$ cat src/nps_pkg.sv
// Package for the nearest point search block.
// Holds the sequencer state type, the control struct and fixed field widths.
package nps_pkg;

  localparam int unsigned TagBits = 8;

  typedef enum logic [2:0] {
    ST_IDLE,
    ST_SQUARE,
    ST_LOAD,
    ST_ROOT,
    ST_UPDATE
  } nps_state_e;

  typedef struct packed {
    logic sq_load;
    logic sq_step;
    logic rt_load;
    logic rt_step;
    logic commit;
  } nps_ctrl_t;

endpackage

$ cat src/nps_if.sv
// Valid/ready channel interfaces: candidate points in, nearest results out.
// Uses nps_pkg for the tag width.
interface nps_pt_if
  import nps_pkg::*;
#(
  parameter int unsigned COORD_BITS = 12
);
  logic                  valid;
  logic                  ready;
  logic [COORD_BITS-1:0] ref_x;
  logic [COORD_BITS-1:0] ref_y;
  logic [COORD_BITS-1:0] point_x;
  logic [COORD_BITS-1:0] point_y;
  logic [TagBits-1:0]    point_tag;
  logic                  first_item;
  logic                  last_item;

  modport source (output valid, ref_x, ref_y, point_x, point_y, point_tag, first_item,
                  last_item, input ready);
  modport sink (input valid, ref_x, ref_y, point_x, point_y, point_tag, first_item,
                last_item, output ready);
endinterface

interface nps_res_if
  import nps_pkg::*;
#(
  parameter int unsigned COORD_BITS = 12
);
  logic                  valid;
  logic                  ready;
  logic [COORD_BITS-1:0] nearest_x;
  logic [COORD_BITS-1:0] nearest_y;
  logic [TagBits-1:0]    nearest_tag;
  logic [COORD_BITS:0]   nearest_distance;

  modport source (output valid, nearest_x, nearest_y, nearest_tag, nearest_distance,
                  input ready);
  modport sink (input valid, nearest_x, nearest_y, nearest_tag, nearest_distance,
                output ready);
endinterface

$ cat src/nps_sqsum.sv
// Bit-serial sum of squares: |dx|^2 + |dy|^2, one multiplier bit per step.
// Depends on nps_pkg for the control struct.
module nps_sqsum
  import nps_pkg::*;
#(
  parameter int unsigned COORD_BITS = 12
) (
  input  logic                      clk_i,
  input  nps_ctrl_t                 ctrl_i,
  input  logic [COORD_BITS-1:0]     adx_i,
  input  logic [COORD_BITS-1:0]     ady_i,
  output logic [2*COORD_BITS+1:0]   sum_o
);
  localparam int unsigned SumW = 2 * COORD_BITS + 2;

  logic [COORD_BITS-1:0] mx_q, mx_d, my_q, my_d;
  logic [SumW-1:0]       ax_q, ax_d, ay_q, ay_d, acc_q, acc_d;

  always_comb begin
    mx_d  = mx_q;
    my_d  = my_q;
    ax_d  = ax_q;
    ay_d  = ay_q;
    acc_d = acc_q;
    if (ctrl_i.sq_load) begin
      mx_d  = adx_i;
      my_d  = ady_i;
      ax_d  = SumW'(adx_i);
      ay_d  = SumW'(ady_i);
      acc_d = '0;
    end else if (ctrl_i.sq_step) begin
      acc_d = acc_q + (mx_q[0] ? ax_q : '0) + (my_q[0] ? ay_q : '0);
      mx_d  = mx_q >> 1;
      my_d  = my_q >> 1;
      ax_d  = ax_q << 1;
      ay_d  = ay_q << 1;
    end
  end

  always_ff @(posedge clk_i) begin
    mx_q  <= mx_d;
    my_q  <= my_d;
    ax_q  <= ax_d;
    ay_q  <= ay_d;
    acc_q <= acc_d;
  end

  assign sum_o = acc_q;

endmodule

$ cat src/nps_isqrt.sv
// Restoring integer square root, one result bit per step (two operand bits).
// Depends on nps_pkg for the control struct.
module nps_isqrt
  import nps_pkg::*;
#(
  parameter int unsigned ROOT_BITS = 13
) (
  input  logic                   clk_i,
  input  nps_ctrl_t              ctrl_i,
  input  logic [2*ROOT_BITS-1:0] op_i,
  output logic [ROOT_BITS-1:0]   root_o
);
  localparam int unsigned OpW = 2 * ROOT_BITS;

  logic [OpW-1:0]         op_q, op_d;
  logic [ROOT_BITS:0]     rem_q, rem_d;
  logic [ROOT_BITS-1:0]   root_q, root_d;
  logic [ROOT_BITS+2:0]   rem_sh, trial, diff;

  assign rem_sh = {rem_q, op_q[OpW-1 -: 2]};
  assign trial  = {1'b0, root_q, 2'b01};
  assign diff   = rem_sh - trial;

  always_comb begin
    op_d   = op_q;
    rem_d  = rem_q;
    root_d = root_q;
    if (ctrl_i.rt_load) begin
      op_d   = op_i;
      rem_d  = '0;
      root_d = '0;
    end else if (ctrl_i.rt_step) begin
      op_d = op_q << 2;
      if (rem_sh >= trial) begin
        rem_d  = diff[ROOT_BITS:0];
        root_d = {root_q[ROOT_BITS-2:0], 1'b1};
      end else begin
        rem_d  = rem_sh[ROOT_BITS:0];
        root_d = {root_q[ROOT_BITS-2:0], 1'b0};
      end
    end
  end

  always_ff @(posedge clk_i) begin
    op_q   <= op_d;
    rem_q  <= rem_d;
    root_q <= root_d;
  end

  assign root_o = root_q;

endmodule

$ cat src/nps_best.sv
// Holds the current nearest candidate and the output register of the result channel.
// Depends on nps_pkg and the nps_res_if interface.
module nps_best
  import nps_pkg::*;
#(
  parameter int unsigned COORD_BITS = 12
) (
  input  logic                  clk_i,
  input  logic                  rst_ni,
  input  nps_ctrl_t             ctrl_i,
  input  logic                  first_i,
  input  logic                  last_i,
  input  logic [COORD_BITS:0]   dist_i,
  input  logic [COORD_BITS-1:0] px_i,
  input  logic [COORD_BITS-1:0] py_i,
  input  logic [TagBits-1:0]    tag_i,
  output logic                  out_busy_o,
  nps_res_if.source             res_o
);
  logic [COORD_BITS:0]   best_dist_q, best_dist_d;
  logic [COORD_BITS-1:0] best_x_q, best_x_d, best_y_q, best_y_d;
  logic [TagBits-1:0]    best_tag_q, best_tag_d;
  logic                  take;
  logic                  out_valid_q, out_valid_d;
  logic [COORD_BITS-1:0] out_x_q, out_y_q;
  logic [TagBits-1:0]    out_tag_q;
  logic [COORD_BITS:0]   out_dist_q;

  assign take = ctrl_i.commit && (first_i || (dist_i < best_dist_q));

  always_comb begin
    best_dist_d = best_dist_q;
    best_x_d    = best_x_q;
    best_y_d    = best_y_q;
    best_tag_d  = best_tag_q;
    if (take) begin
      best_dist_d = dist_i;
      best_x_d    = px_i;
      best_y_d    = py_i;
      best_tag_d  = tag_i;
    end
  end

  always_comb begin
    out_valid_d = out_valid_q && !res_o.ready;
    if (ctrl_i.commit && last_i) begin
      out_valid_d = 1'b1;
    end
  end

  always_ff @(posedge clk_i or negedge rst_ni) begin
    if (!rst_ni) begin
      best_dist_q <= '0;
      best_x_q    <= '0;
      best_y_q    <= '0;
      best_tag_q  <= '0;
      out_valid_q <= 1'b0;
    end else begin
      best_dist_q <= best_dist_d;
      best_x_q    <= best_x_d;
      best_y_q    <= best_y_d;
      best_tag_q  <= best_tag_d;
      out_valid_q <= out_valid_d;
    end
  end

  always_ff @(posedge clk_i) begin
    if (ctrl_i.commit && last_i) begin
      out_x_q    <= best_x_d;
      out_y_q    <= best_y_d;
      out_tag_q  <= best_tag_d;
      out_dist_q <= best_dist_d;
    end
  end

  assign out_busy_o             = out_valid_q && !res_o.ready;
  assign res_o.valid            = out_valid_q;
  assign res_o.nearest_x        = out_x_q;
  assign res_o.nearest_y        = out_y_q;
  assign res_o.nearest_tag      = out_tag_q;
  assign res_o.nearest_distance = out_dist_q;

endmodule

$ cat src/nearest_point_search.sv
// Nearest point search: top level with the item register and the step sequencer.
// Depends on nps_pkg, nps_if, nps_sqsum, nps_isqrt and nps_best.
//
// Usage: candidate points arrive on pt_i, one per item, each with the
// reference position, a tag and first/last marks. An item marked first
// restarts the search; on an item marked last one result item leaves on
// res_o with the nearest candidate, its tag and floor(sqrt(dx^2 + dy^2)).
// Ties keep the earlier candidate.
// Steps: the squares are summed bit-serially in the square state, then the
// root is formed one bit a cycle in the root state. One item is worked on
// at a time: a new item is taken only once the sequencer is idle again.
// Reset clears the held winner to point (0,0), tag 0, distance 0, and
// empties the output register.
// Stalls: res_o has an output register, so the next items are taken while a
// result waits; only a further last item holds in its update cycle until
// the waiting result has been taken.
module nearest_point_search
  import nps_pkg::*;
#(
  parameter int unsigned COORD_BITS = 12
) (
  input  logic      clk_i,
  input  logic      rst_ni,
  nps_pt_if.sink    pt_i,
  nps_res_if.source res_o
);
  localparam int unsigned DistW = COORD_BITS + 1;
  localparam int unsigned CntW  = $clog2(DistW);
  localparam logic [CntW-1:0] SqLast = CntW'(COORD_BITS - 1);
  localparam logic [CntW-1:0] RtLast = CntW'(DistW - 1);

  nps_state_e state_q, state_d;
  nps_ctrl_t  ctrl;
  logic [CntW-1:0] cnt_q, cnt_d;
  logic       out_busy;

  logic [COORD_BITS-1:0] px_q, py_q;
  logic [TagBits-1:0]    tag_q;
  logic                  first_q, last_q;

  logic [COORD_BITS:0]   dx, dy, adx_w, ady_w;
  logic [2*COORD_BITS+1:0] sum;
  logic [DistW-1:0]      cand_dist;

  assign dx    = {pt_i.point_x[COORD_BITS-1], pt_i.point_x}
               - {pt_i.ref_x[COORD_BITS-1], pt_i.ref_x};
  assign dy    = {pt_i.point_y[COORD_BITS-1], pt_i.point_y}
               - {pt_i.ref_y[COORD_BITS-1], pt_i.ref_y};
  assign adx_w = dx[COORD_BITS] ? (~dx + 1'b1) : dx;
  assign ady_w = dy[COORD_BITS] ? (~dy + 1'b1) : dy;

  // next state
  always_comb begin
    state_d = state_q;
    cnt_d   = cnt_q;
    case (state_q)
      ST_IDLE: begin
        cnt_d = '0;
        if (pt_i.valid) begin
          state_d = ST_SQUARE;
        end
      end
      ST_SQUARE: begin
        cnt_d = cnt_q + 1'b1;
        if (cnt_q == SqLast) begin
          state_d = ST_LOAD;
          cnt_d   = '0;
        end
      end
      ST_LOAD: begin
        state_d = ST_ROOT;
      end
      ST_ROOT: begin
        cnt_d = cnt_q + 1'b1;
        if (cnt_q == RtLast) begin
          state_d = ST_UPDATE;
          cnt_d   = '0;
        end
      end
      ST_UPDATE: begin
        if (!(last_q && out_busy)) begin
          state_d = ST_IDLE;
        end
      end
      default: begin
        state_d = ST_IDLE;
        cnt_d   = '0;
      end
    endcase
  end

  // outputs
  always_comb begin
    ctrl       = '0;
    pt_i.ready = 1'b0;
    case (state_q)
      ST_IDLE: begin
        pt_i.ready   = 1'b1;
        ctrl.sq_load = pt_i.valid;
      end
      ST_SQUARE: ctrl.sq_step = 1'b1;
      ST_LOAD:   ctrl.rt_load = 1'b1;
      ST_ROOT:   ctrl.rt_step = 1'b1;
      ST_UPDATE: ctrl.commit  = !(last_q && out_busy);
      default: begin
        ctrl = '0;
      end
    endcase
  end

  always_ff @(posedge clk_i or negedge rst_ni) begin
    if (!rst_ni) begin
      state_q <= ST_IDLE;
      cnt_q   <= '0;
    end else begin
      state_q <= state_d;
      cnt_q   <= cnt_d;
    end
  end

  always_ff @(posedge clk_i) begin
    if (ctrl.sq_load) begin
      px_q    <= pt_i.point_x;
      py_q    <= pt_i.point_y;
      tag_q   <= pt_i.point_tag;
      first_q <= pt_i.first_item;
      last_q  <= pt_i.last_item;
    end
  end

  nps_sqsum #(
    .COORD_BITS(COORD_BITS)
  ) u_sqsum (
    .clk_i (clk_i),
    .ctrl_i(ctrl),
    .adx_i (adx_w[COORD_BITS-1:0]),
    .ady_i (ady_w[COORD_BITS-1:0]),
    .sum_o (sum)
  );

  nps_isqrt #(
    .ROOT_BITS(DistW)
  ) u_isqrt (
    .clk_i (clk_i),
    .ctrl_i(ctrl),
    .op_i  (sum),
    .root_o(cand_dist)
  );

  nps_best #(
    .COORD_BITS(COORD_BITS)
  ) u_best (
    .clk_i     (clk_i),
    .rst_ni    (rst_ni),
    .ctrl_i    (ctrl),
    .first_i   (first_q),
    .last_i    (last_q),
    .dist_i    (cand_dist),
    .px_i      (px_q),
    .py_i      (py_q),
    .tag_i     (tag_q),
    .out_busy_o(out_busy),
    .res_o     (res_o)
  );

  a_accept_starts: assert property (@(posedge clk_i) disable iff (!rst_ni)
    (pt_i.valid && pt_i.ready) |=> (state_q == ST_SQUARE && cnt_q == '0))
    else $error("accepted item did not start squaring");

  a_square_to_root: assert property (@(posedge clk_i) disable iff (!rst_ni)
    (state_q == ST_SQUARE && cnt_q == SqLast) |=> (state_q == ST_LOAD))
    else $error("squaring did not hand over to the root unit");

  a_no_overwrite: assert property (@(posedge clk_i) disable iff (!rst_ni)
    (ctrl.commit && last_q) |-> !out_busy)
    else $error("result written over a waiting result");

  a_valid_from_update: assert property (@(posedge clk_i) disable iff (!rst_ni)
    $rose(res_o.valid) |-> $past(state_q == ST_UPDATE))
    else $error("result raised outside the update cycle");

endmodule
$ cat src/flat_wrapper.sv
// flat-port wrapper written by rule: the top's interface ports become plain ports
module nearest_point_search_flat import nps_pkg::*;
#(
  parameter int unsigned COORD_BITS = 12
)
  (clk_i, rst_ni, pt_i_valid, pt_i_ref_x, pt_i_ref_y, pt_i_point_x, pt_i_point_y, pt_i_point_tag, pt_i_first_item, pt_i_last_item, pt_i_ready, res_o_valid, res_o_nearest_x, res_o_nearest_y, res_o_nearest_tag, res_o_nearest_distance, res_o_ready);
  nps_pt_if #(.COORD_BITS(COORD_BITS)) pt_i_i ();
  nps_res_if #(.COORD_BITS(COORD_BITS)) res_o_i ();
  input  logic clk_i;
  input  logic rst_ni;
  input wire logic [$bits(pt_i_i.valid)-1:0] pt_i_valid;
  input wire logic [$bits(pt_i_i.ref_x)-1:0] pt_i_ref_x;
  input wire logic [$bits(pt_i_i.ref_y)-1:0] pt_i_ref_y;
  input wire logic [$bits(pt_i_i.point_x)-1:0] pt_i_point_x;
  input wire logic [$bits(pt_i_i.point_y)-1:0] pt_i_point_y;
  input wire logic [$bits(pt_i_i.point_tag)-1:0] pt_i_point_tag;
  input wire logic [$bits(pt_i_i.first_item)-1:0] pt_i_first_item;
  input wire logic [$bits(pt_i_i.last_item)-1:0] pt_i_last_item;
  output wire logic [$bits(pt_i_i.ready)-1:0] pt_i_ready;
  output wire logic [$bits(res_o_i.valid)-1:0] res_o_valid;
  output wire logic [$bits(res_o_i.nearest_x)-1:0] res_o_nearest_x;
  output wire logic [$bits(res_o_i.nearest_y)-1:0] res_o_nearest_y;
  output wire logic [$bits(res_o_i.nearest_tag)-1:0] res_o_nearest_tag;
  output wire logic [$bits(res_o_i.nearest_distance)-1:0] res_o_nearest_distance;
  input wire logic [$bits(res_o_i.ready)-1:0] res_o_ready;
  assign pt_i_i.valid = pt_i_valid;
  assign pt_i_i.ref_x = pt_i_ref_x;
  assign pt_i_i.ref_y = pt_i_ref_y;
  assign pt_i_i.point_x = pt_i_point_x;
  assign pt_i_i.point_y = pt_i_point_y;
  assign pt_i_i.point_tag = pt_i_point_tag;
  assign pt_i_i.first_item = pt_i_first_item;
  assign pt_i_i.last_item = pt_i_last_item;
  assign pt_i_ready = pt_i_i.ready;
  assign res_o_valid = res_o_i.valid;
  assign res_o_nearest_x = res_o_i.nearest_x;
  assign res_o_nearest_y = res_o_i.nearest_y;
  assign res_o_nearest_tag = res_o_i.nearest_tag;
  assign res_o_nearest_distance = res_o_i.nearest_distance;
  assign res_o_i.ready = res_o_ready;
  nearest_point_search #(.COORD_BITS(COORD_BITS)) u_core (.clk_i(clk_i), .rst_ni(rst_ni), .pt_i(pt_i_i), .res_o(res_o_i));
endmodule
$ cat config.mk
export PLATFORM = sky130hd
export DESIGN_NAME = nearest_point_search_flat
export DESIGN_NICKNAME = d
export VERILOG_FILES = /design/src/nps_pkg.sv /design/src/nps_if.sv /design/src/nps_sqsum.sv /design/src/nps_isqrt.sv /design/src/nps_best.sv /design/src/nearest_point_search.sv /design/src/flat_wrapper.sv
export SDC_FILE = /design/constraint.sdc
export NUM_CORES = 1
export LEC_CHECK = 0
export BUFFER_PORTS_ARGS = -buffer_cell sky130_fd_sc_hd__buf_2
export CORE_MARGIN = 5
export CORE_UTILIZATION = 41
export DETAILED_ROUTE_END_ITERATION = 6
export GPL_TIMING_DRIVEN = 0
export SLEW_MARGIN = 20
export SYNTH_ARGS = -nofsm -noshare
export SYNTH_HDL_FRONTEND = slang
export SYNTH_SLANG_ARGS = --single-unit
$ cat constraint.sdc
create_clock -name clk_i -period 4 [get_ports clk_i]
set_input_delay 0.2 -clock clk_i [delete_from_list [all_inputs] [get_ports clk_i]]
set_output_delay 0.2 -clock clk_i [all_outputs]
set_load 0.02 [all_outputs]
==> reports/results.ini, run 1 <==
[run_status]
outcome=completed

[cts]
max-clock-path-buffers=3
cts_tree=yes
clkSlewWorstSetupHoldPaths_ns=0.06
cts.sinks=287
cts-buffers-inserted=34
insertion_delay_ns=0.51
root_buffer=clkbuf_16
h-tree-depth=2

[critical_path]
crit_arrival_ns=4.24
crit_family=compound AO/OA/AOI/OAI gates
r2r_cells=14
cpPeakStageDelay_ns=0.55
cp.depth=14
cp_cell_sequence=buf_8, buf_4, and2_1, fa_1, ha_1, o21a_1, o21ai_1, or3_4, o221ai_4, a31o_2, or4_4, a31oi_4, xor2_1, o21ai_1
path_buf_inv=2
end_kind=flip-flop
cp_common_cell=o21ai_1
required_ns=4.38
cpMaxStageDelayCell=edfxtp_1
startpoint_type=flip-flop
critPathKind=reg2reg
worstPathMaxFanout=8

[floorplan]
die_h_um=200.6
initial_core_util_pct=41.67
die-area_sq_um=40240
core_area_sq_um=35740
row_count=69
chipWidth_um=200.6
num_io_pins=109

[sta]
relSlewSlack_pct=47.42
finalClockSkew_ns=0.01797
fin_crit_ns=3.865
setup_viol=0
setup_tns_ns=0
setup_slack_ns=0.1351
max_freq_mhz=258.7
slew_viol_final=0
fin_crit_sh_pct=96.62
hold_viol_final=0
worst_pin_slew_ns=0.7887

[synth]
synth_area_per_cell_sq_um=10.79
synth-edff-count=153
synth_top_flop_cell=edfxtp_1
synthesis.area_sq_um=14890
seq_area_frac_synth_pct=50.64
synthAdderAreaFrac_pct=10.40
synth_cell_types=71
synth.mux.area_fraction_pct=5.528
synth_fp_nets=1550
synthCells=1381
synthSimpleGateAreaFrac_pct=14.07
synth.yosys.warnings=0
synth_top_family_by_area=simple AND/OR/NAND/NOR gates
synth_compound_area_share_pct=11.95
async_reset_ff_share_pct=18.47
synth-seq-cells=287
synth_xor_area_share_pct=3.940

[routing]
vias=10684
final_antenna_net_count=0
drc=0
drt_iter0_drc=702
first_pass_iters=5
drt-total-wl_um=34180
vias_per_cell=5.194
wl_per_cell_um=16.62

[finish]
diodes=0
fin_nets=1742
drive_gt1_share_pct=17.11
area_growth_syn_to_layout_pct=19.60

[grt]
met2_usage_pct=28.15
grt_use_met1_pct=23.06
grt_pass1_wl_um=56570
grt_antenna_before_repair=0
grt_use_total_pct=16.87
grt_pass1_vias=10696
top_usage_layer=met2
grt_overflow=0
grt_max_degree=54
use_met3_pct=2.698

[power]
seq_power_share_pct=30.6
p_sw_mw=6.098
leakagePower_nw=7.959
intPower_mw=9.372
ir_worst_vdd_uv=389.0
switching_share_pct=39.42
power_frac_clock_pct=19.8
p_comb_share_pct=49.6
p_per_area_nw_per_um2=868.4

[run]
cap_violations=0

[placement]
gp_congestion=0.8392
portBuffers=108
post-place-ws_ns=-0.6975
place_hpwl_um=25340

[min_path]
min_path_type=in2reg
hold_depth=3

-- path summary, 6_finish.rpt --
| check | start | to | slack, ns |
|---|---|---|---|
| worst max-delay path | u_core.u_sqsum.mx_q[0] | u_core.u_sqsum.sum_o[23] | 0.14 |
| worst min-delay path | pt_i_ref_y[0] | u_core.u_sqsum.ay_q[0] | 0.17 |
| max in group asynchronous | rst_ni | u_core.state_q[2] | 3.20 |
| min in group asynchronous | rst_ni | u_core.u_best.best_tag_q[3] | 0.30 |
| worst max register to register | u_core.u_sqsum.mx_q[0] | u_core.u_sqsum.sum_o[23] | 0.14 |
| worst min register to register | u_core.u_sqsum.ax_q[17] | u_core.u_sqsum.ax_q[18] | 0.45 |
-- power by group through the flow --
stage / Sequential [mW] / Combinational (mW) / Clock, mW
final: 4.74 / 7.67 / 3.07
after detailed placement: 4.79 / 6.93 / 0
after global routing: 4.84 / 8.64 / 3.28
after CTS: 4.73 / 7.23 / 3.15
after global placement: 4.80 / 6.78 / 0
after floorplan: 4.59 / 5.43 / 0
-- cells in the mapped netlist, drive strengths merged (4+ instances only) --
library cell | instances | area [sq um]
o22ai | 7 | 43.79
and3 | 9 | 56.30
a21oi | 62 | 314.1
a211oi | 6 | 57.56
and2 | 50 | 312.8
clkbuf | 46 | 172.7
nand4 | 6 | 37.54
nor3b | 6 | 45.04
nor2b | 15 | 93.84
inv | 85 | 319.1
nor2 | 76 | 285.3
fa | 28 | 560.5
a31oi | 12 | 75.07
o21ai | 73 | 365.3
o31ai | 7 | 52.55
nand2b | 11 | 68.82
or3 | 9 | 61.31
mux2 | 58 | 653.1
edfxtp | 153 | 4594
nor3 | 15 | 75.07
dfxtp | 81 | 1622
or2 | 5 | 33.78
buf | 6 | 25.02
ha | 79 | 988.5
dfrtp | 53 | 1326
o21a | 33 | 247.7
o211ai | 4 | 30.03
xor2 | 27 | 236.5
a21o | 31 | 232.7
xnor2 | 40 | 350.3
mux2i | 17 | 170.2
nand2 | 146 | 548.0
nand3 | 71 | 355.3
o21bai | 5 | 37.54
-- final cells by class --
cell class              count  area [sq um]
plain buffers              52         226.5
clock buffers              42         900.9
clock inverters            17         198.9
fillers                  3249         17930
inverters                  85         319.1
multi-input cells         957          7003
flip-flops and latches    287          7542
well taps                 461         576.8
repair buffers            156          1046
-- layout by cell type, fill, tap and decap left out, types with 5 or more instances in the layout --
cell,netlist,routed
o21a_1,33,33
o22ai_1,7,7
or3_1,8,6
clkinv_2,0,6
fa_1,28,26
a21oi_1,61,58
clkbuf_1,46,46
buf_2,2,109
edfxtp_1,153,153
inv_1,85,83
dfxtp_1,81,81
ha_1,79,74
dfrtp_1,53,53
a21o_1,31,31
o21bai_1,5,5
nand3_1,71,71
mux2_2,58,58
dlygate4sd3_1,0,37
a31oi_1,12,11
o31ai_1,7,6
nand2_1,146,145
nor3_1,15,15
nor3b_1,6,6
nand2b_1,11,11
clkbuf_16,0,34
o21ai_0,71,68
mux2i_1,17,17
nor2_1,76,75
nor2b_1,15,15
xnor2_1,40,40
and2_1,50,49
and3_1,9,9
buf_4,0,9
xor2_1,27,27
nand4_1,6,6
-- worst min-delay path: stages --
cell	delay, ns
buf_2	0.08
ha_1	0.17
nor2_1	0.07
-- state kept, by name, indices dropped and copies added, names as in the netlist, 3 cells and up --
| signal | flops |
|---|---|
| u_core.u_isqrt.op_q | 26 |
| u_core.u_best.best_dist_q | 13 |
| u_core.u_best.res_o.nearest_distance | 13 |
| u_core.u_best.best_tag_q | 8 |
| u_core.u_best.best_x_q | 12 |
| u_core.px_q | 12 |
| u_core.state_q | 3 |
| u_core.u_best.res_o.nearest_tag | 8 |
| u_core.u_isqrt.rem_q | 14 |
| u_core.cnt_q | 4 |
| u_core.u_best.res_o.nearest_x | 12 |
| u_core.u_sqsum.ax_q | 26 |
| u_core.u_best.best_y_q | 12 |
| u_core.u_sqsum.ay_q | 26 |
| u_core.u_sqsum.mx_q | 12 |
| u_core.py_q | 12 |
| u_core.tag_q | 8 |
| u_core.u_sqsum.sum_o | 26 |
| u_core.u_best.res_o.nearest_y | 12 |
| u_core.u_isqrt.root_o | 13 |
| u_core.u_sqsum.my_q | 12 |
-- per-layer routing --
metal / vias up / share of wire [%] / wire, um
met1: 5125 / 47 / 15940
met5: - / 0 / 0
met3: 65 / 4.1 / 1412
li1: 5290 / - / -
met4: 0 / 2.4 / 822
met2: 204 / 47 / 16000
-- what timing repair did --
item,CTS,global route
setup endpoints to repair,11,5
buffers inserted,3,4
pin swaps,3,14
resized for setup,17,30
hold buffers,37,0
hold endpoints to repair,89,0
-- stage by stage --
| step | util, % | hold WS (ns) | power [mW] | area (sq um) | std cells |
|---|---|---|---|---|---|
| after CTS | 49.43 | 0.1595 | 15.11 | 17670 | 2053 |
| after floorplan | - | -0.09559 | 10.02 | 14890 | 1381 |
| final | 49.84 | 0.1734 | 15.47 | 17810 | 2057 |
| after detailed placement | 45.06 | 0.3147 | 11.72 | 16100 | 1954 |
| after global routing | 49.84 | 0.2020 | 16.77 | 17810 | 2057 |
| after global placement | 44.80 | 0.3772 | 11.58 | 16010 | 1950 |
-- kinds of logic (layout without fill, tap and decap cells) --
kind of cell             after synthesis  in the layout
adder cells (fa/ha/maj)              107            107
AO/OA/AOI/OAI                        274            274
buffers and inverters                137            352
flip-flops                           287            287
multiplexers                          75             75
XOR/XNOR                              67             67
AND/OR/NAND/NOR                      434            434
No activity file was read; power rests on OpenSTA's default activity.
==> run 2: changes to the inputs <==
- PLACE_DENSITY: default -> 0.64
- SETUP_SLACK_MARGIN: default -> 0.4
==> reports/results.ini, run 2 (same netlist as run 1, synthesis figures left out) <==
[cts]
cts.sinks=287
cts_tree=yes
cts-buffers-inserted=31
max-clock-path-buffers=3
clkSlewWorstSetupHoldPaths_ns=0.06
h-tree-depth=1
insertion_delay_ns=0.58
root_buffer=clkbuf_16

[finish]
drive_gt1_share_pct=17.93
instances_no_fill=2062
fillCellCount=3244
diodes=0
design_area_sq_um=17760
area_growth_syn_to_layout_pct=19.24
most-common-layout-cells=153 x edfxtp_1, 146 x nand2_1, 109 x buf_2
final_common_cell=edfxtp_1
fin_nets=1745
final_util_pct=49.69

[floorplan]
num_io_pins=109
chipWidth_um=200.6
core_area_sq_um=35740
die-area_sq_um=40240
die_h_um=200.6
row_count=69
initial_core_util_pct=41.67

[critical_path]
startpoint_type=flip-flop
reg2reg_slack_ns=0.26
reg2reg_from=u_core.u_sqsum.my_q[0]
end_kind=flip-flop
r2r_cells=15
required_ns=4.44
crit_arrival_ns=4.18
worstReg2RegEnd=u_core.u_sqsum.sum_o[23]
critPathKind=reg2reg
worstPathMaxFanout=10

[power]
p_per_area_nw_per_um2=860.9
fin_total_pwr_mw=15.29
switching_share_pct=39.79
ir_worst_vdd_uv=486.7
power_frac_clock_pct=17.7
seq_power_share_pct=30.8
p_comb_share_pct=51.5
intPower_mw=9.205
p_sw_mw=6.084
leakagePower_nw=7.923

[min_path]
hold_end=u_core.u_sqsum.ay_q[0]
hold_depth=3
min_path_type=in2reg
hp-start=pt_i_ref_y[0]

[routing]
vias=10604
drt-total-wl_um=34100
drc=0
drt_iter0_drc=571
wl_per_cell_um=16.53
final_antenna_net_count=0
first_pass_iters=5
vias_per_cell=5.143

[placement]
portBuffers=108
dpl.cell_count=1952
post_dp_cell_area_sq_um=16080
post-place-ws_ns=-0.3730
gp_congestion=0.8836
place_hpwl_um=24810

[sta]
fin_crit_ns=3.740
worst_pin_slew_ns=0.7717
slew_viol_final=0
fin_crit_sh_pct=93.51
setup_viol=0
relSlewSlack_pct=48.55
max_freq_mhz=267.4
finalClockSkew_ns=0.02195
hold_viol_final=0
setup_slack_ns=0.2597
rsz0062_at_grt=true

[grt]
grt_use_total_pct=16.84
grt_antenna_before_repair=0
grt_max_degree=54
grt_pass1_vias=11065
grt_pass1_wl_um=56860
grt_overflow=0

[run]
cap_violations=0

[run_status]
outcome=completed

-- run 2: cell types whose count changed in the layout (fill, tap and decap cells not counted), moves of 3 or more --
cell and change:
buf_4 +7, clkinvlp_4 +5, ha_1 -3, clkbuf_16 -3
-- run 2: cell type report --
| cell class | instances | area [sq um] | area share (%) |
|---|---|---|---|
| clock buffers | 37 | 798.3 | 4.495 |
| well taps | 461 | 576.8 | 3.248 |
| flip-flops and latches | 287 | 7542 | 42.47 |
| plain buffers | 52 | 244.0 | 1.374 |
| inverters | 85 | 319.1 | 1.797 |
| repair buffers | 162 | 1066 | 6.003 |
| multi-input cells | 957 | 7043 | 39.66 |
| clock inverters | 21 | 170.2 | 0.9582 |
-- run 2: metal layers --
metal  routed length, um  up-vias  GRT usage (%)
li1                    -     5279              -
met3                1202       43          2.585
met1               15570     5107          22.49
met5                   0        -              0
met2               16650      175          29.21
met4                 667        0          3.687
-- run 2: worst max-delay path, cell delays in order (launching register included) --
cell	delay, ns
edfxtp_1	0.40
clkbuf_8	0.19
nand2_1	0.08
fa_1	0.53
inv_2	0.05
ha_4	0.16
fa_2	0.36
a21o_1	0.19
a21o_1	0.20
a21oi_4	0.19
o221ai_4	0.16
a31o_2	0.27
or4_1	0.40
a31oi_1	0.21
xor2_1	0.15
o21ai_0	0.08
-- run 2: worst max path at each step --
stage	start	end	slack, ns	cells after the start
after floorplan	u_core.u_sqsum.mx_q[0]	u_core.u_sqsum.sum_o[23]	0.41	15
after global placement	u_core.state_q[1]	u_core.u_sqsum.ax_q[1]	-0.80	7
after detailed placement	u_core.u_sqsum.mx_q[0]	u_core.u_sqsum.sum_o[24]	-0.37	13
after CTS	u_core.u_sqsum.mx_q[0]	u_core.u_sqsum.sum_o[24]	0.25	13
after global routing	u_core.u_sqsum.my_q[0]	u_core.u_sqsum.sum_o[23]	0.12	15
final	u_core.u_sqsum.my_q[0]	u_core.u_sqsum.sum_o[23]	0.26	15
-- run 2: timing repair --
| item | in CTS | in global routing |
|---|---|---|
| hold buffers | 37 | 0 |
| hold endpoints to repair | 90 | 0 |
| setup endpoints to repair | 60 | 35 |
| cloned | 0 | 0 |
| pin swaps | 15 | 14 |
| setup buffers | 8 | 7 |
| gates resized for setup | 24 | 29 |
-- run 2: power by group through the flow --
stage	logic [mW]	clock network (mW)	registers (mW)
after floorplan	5.48	0	4.59
after global placement	6.79	0	4.79
after detailed placement	6.95	0	4.78
after CTS	7.41	2.79	4.71
after global routing	8.87	2.93	4.82
final	7.87	2.71	4.71
-- run 2: stage by stage --
stage               hold slack [ns]  setup TNS [ns]
finish                       0.1183               0
detailed placement           0.3223          -1.174
floorplan                  -0.09559               0
global route                 0.1434               0
CTS                         0.09976               0
global placement             0.3773          -29.57
==> run 3: changes to the inputs <==
- CELL_PAD_IN_SITES_DETAIL_PLACEMENT: default -> 1
- CELL_PAD_IN_SITES_GLOBAL_PLACEMENT: default -> 1
- CORE_UTILIZATION: 41 -> 30
- PLACE_DENSITY: 0.64 -> 0.6
==> reports/results.ini, run 3 (same netlist as run 1, synthesis figures left out) <==
[routing]
drt-total-wl_um=39590
vias_per_cell=4.761
drt_iter0_drc=433
first_pass_iters=4
final_antenna_net_count=0
drc=0
vias=10837
wl_per_cell_um=17.40

[placement]
post-place-ws_ns=-0.5126
place_hpwl_um=29260
portBuffers=108
gp_congestion=0.8018

[finish]
final_common_cell=edfxtp_1
fillCellCount=5485
area_growth_syn_to_layout_pct=23.08
ff_latch_area_sq_um=7542
fin_nets=1754
multi_input_area_sq_um=7107
diodes=0
most-common-layout-cells=153 x edfxtp_1, 144 x nand2_1, 109 x buf_2
drive_gt1_share_pct=18.86

[critical_path]
worstSetupStartpoint=u_core.u_sqsum.mx_q[0]
cp_common_cell=a21o_1
startpoint_type=flip-flop
reg2reg_from=u_core.u_sqsum.mx_q[0]
cp_cell_sequence=clkbuf_8, and2_1, fa_1, ha_4, a21o_1, a21o_1, a221o_1, a22o_1, a31o_2, or4_1, a31oi_1, xor2_1, o21ai_0
cpMaxStageDelayCell=fa_1
crit_arrival_ns=4.21
required_ns=4.40
critPathKind=reg2reg
worstPathMaxFanout=10
end_kind=flip-flop
cpPeakStageDelay_ns=0.56

[cts]
insertion_delay_ns=0.55
cts_tree=yes
max-clock-path-buffers=3
cts.sinks=287
cts-buffers-inserted=36
root_buffer=clkbuf_16
h-tree-depth=2
clkSlewWorstSetupHoldPaths_ns=0.06

[grt]
grt_overflow=0
grt_pass1_wl_um=64320
grt_pass1_vias=11937
grt_antenna_before_repair=1
grt_use_total_pct=14.73
grt_max_degree=47

[power]
p_comb_share_pct=51.3
p_sw_mw=6.544
fin_total_pwr_mw=16.32
seq_power_share_pct=29.1
p_per_area_nw_per_um2=890.0
leakagePower_nw=8.066
power_frac_clock_pct=19.6
switching_share_pct=40.10
ir_worst_vdd_uv=380.3
intPower_mw=9.773

[floorplan]
chipWidth_um=232.8
die-area_sq_um=54200
die_h_um=232.8
num_io_pins=109
row_count=81
core_area_sq_um=49050
initial_core_util_pct=30.36

[min_path]
min_path_type=in2async

[sta]
rsz0062_at_grt=true
fin_crit_ns=3.817
hold_viol_final=0
worst_pin_slew_ns=0.7450
finalClockSkew_ns=0.02834
fin_crit_sh_pct=95.44
setup_viol=0
setup_slack_ns=0.1825
relSlewSlack_pct=50.34
max_freq_mhz=262.0
slew_viol_final=0

[run_status]
outcome=completed

[run]
cap_violations=0

-- run 3: path summary, 6_finish.rpt --
| check | endpoint | slack (ns) | cells past startpoint |
|---|---|---|---|
| worst max-delay path | u_core.u_sqsum.sum_o[23] | 0.18 | 13 |
| worst min-delay path | u_core.u_best.best_dist_q[3] | 0.05 | 2 |
| worst max register to register | u_core.u_sqsum.sum_o[23] | 0.18 | 13 |
| worst min register to register | u_core.u_sqsum.ax_q[17] | 0.45 | 2 |
| max in group asynchronous | u_core.u_best.best_y_q[3] | 3.44 | 3 |
| min in group clk_i | u_core.u_sqsum.ay_q[0] | 0.13 | 3 |
-- run 3: area by class of cell --
class / instances / area share, %
tap: 664 / 4.532
inverter: 85 / 1.740
buffer: 52 / 1.235
multi-input combinational: 957 / 38.77
clock buffer: 53 / 5.658
timing repair buffer: 166 / 6.197
sequential: 287 / 41.14
clock inverter: 12 / 0.7303
-- run 3: power by group through the flow --
stage / logic (mW) / clock network, mW / registers (mW)
floorplan: 5.48 / 0 / 4.59
global placement: 7.00 / 0 / 4.83
detailed placement: 7.23 / 0 / 4.83
CTS: 7.86 / 3.29 / 4.76
global route: 9.37 / 3.45 / 4.85
finish: 8.37 / 3.20 / 4.74
-- run 3: routing by layer --
metal | track usage (%) | vias to the layer above | part of all wire, %
met1 | 18.73 | 5369 | 45
met5 | 0 | - | 0
li1 | - | 5288 | -
met2 | 26.14 | 131 | 50
met3 | 2.465 | 49 | 3.3
met4 | 3.563 | 0 | 2.0
-- run 3: critical path, delay by kind of cell, from the launching register on --
kind / cells / cell delay [ns]
adders and majority gates: 2 / 0.79
DFF: 1 / 0.47
buffers and inverters: 1 / 0.21
AOI/OAI and AO/OA: 7 / 1.44
xor gates and xnor gates: 1 / 0.17
and+or+nand+nor: 2 / 0.58
-- run 3: timing repair --
item                                    4_1_cts  5_1_grt
resized for setup                            29       28
endpoints found under the setup margin       15       55
endpoints found under the hold margin        90        0
hold buffers                                 37        0
buffers inserted                              9        8
pin swaps                                    26       22
-- run 3: metrics by stage --
| stage | setup TNS, ns | cells | hold slack, ns | cell area (sq um) | utilization [%] |
|---|---|---|---|---|---|
| after floorplan | 0 | 1381 | -0.09559 | 14920 | - |
| after global placement | -66.83 | 2153 | 0.3778 | 16290 | 33.20 |
| after detailed placement | -1.788 | 2157 | 0.07787 | 16390 | 33.41 |
| after CTS | 0 | 2268 | 0.02040 | 18120 | 36.95 |
| after global routing | -0.03578 | 2276 | 0.04653 | 18330 | 37.37 |
| final | 0 | 2276 | 0.04650 | 18330 | 37.37 |
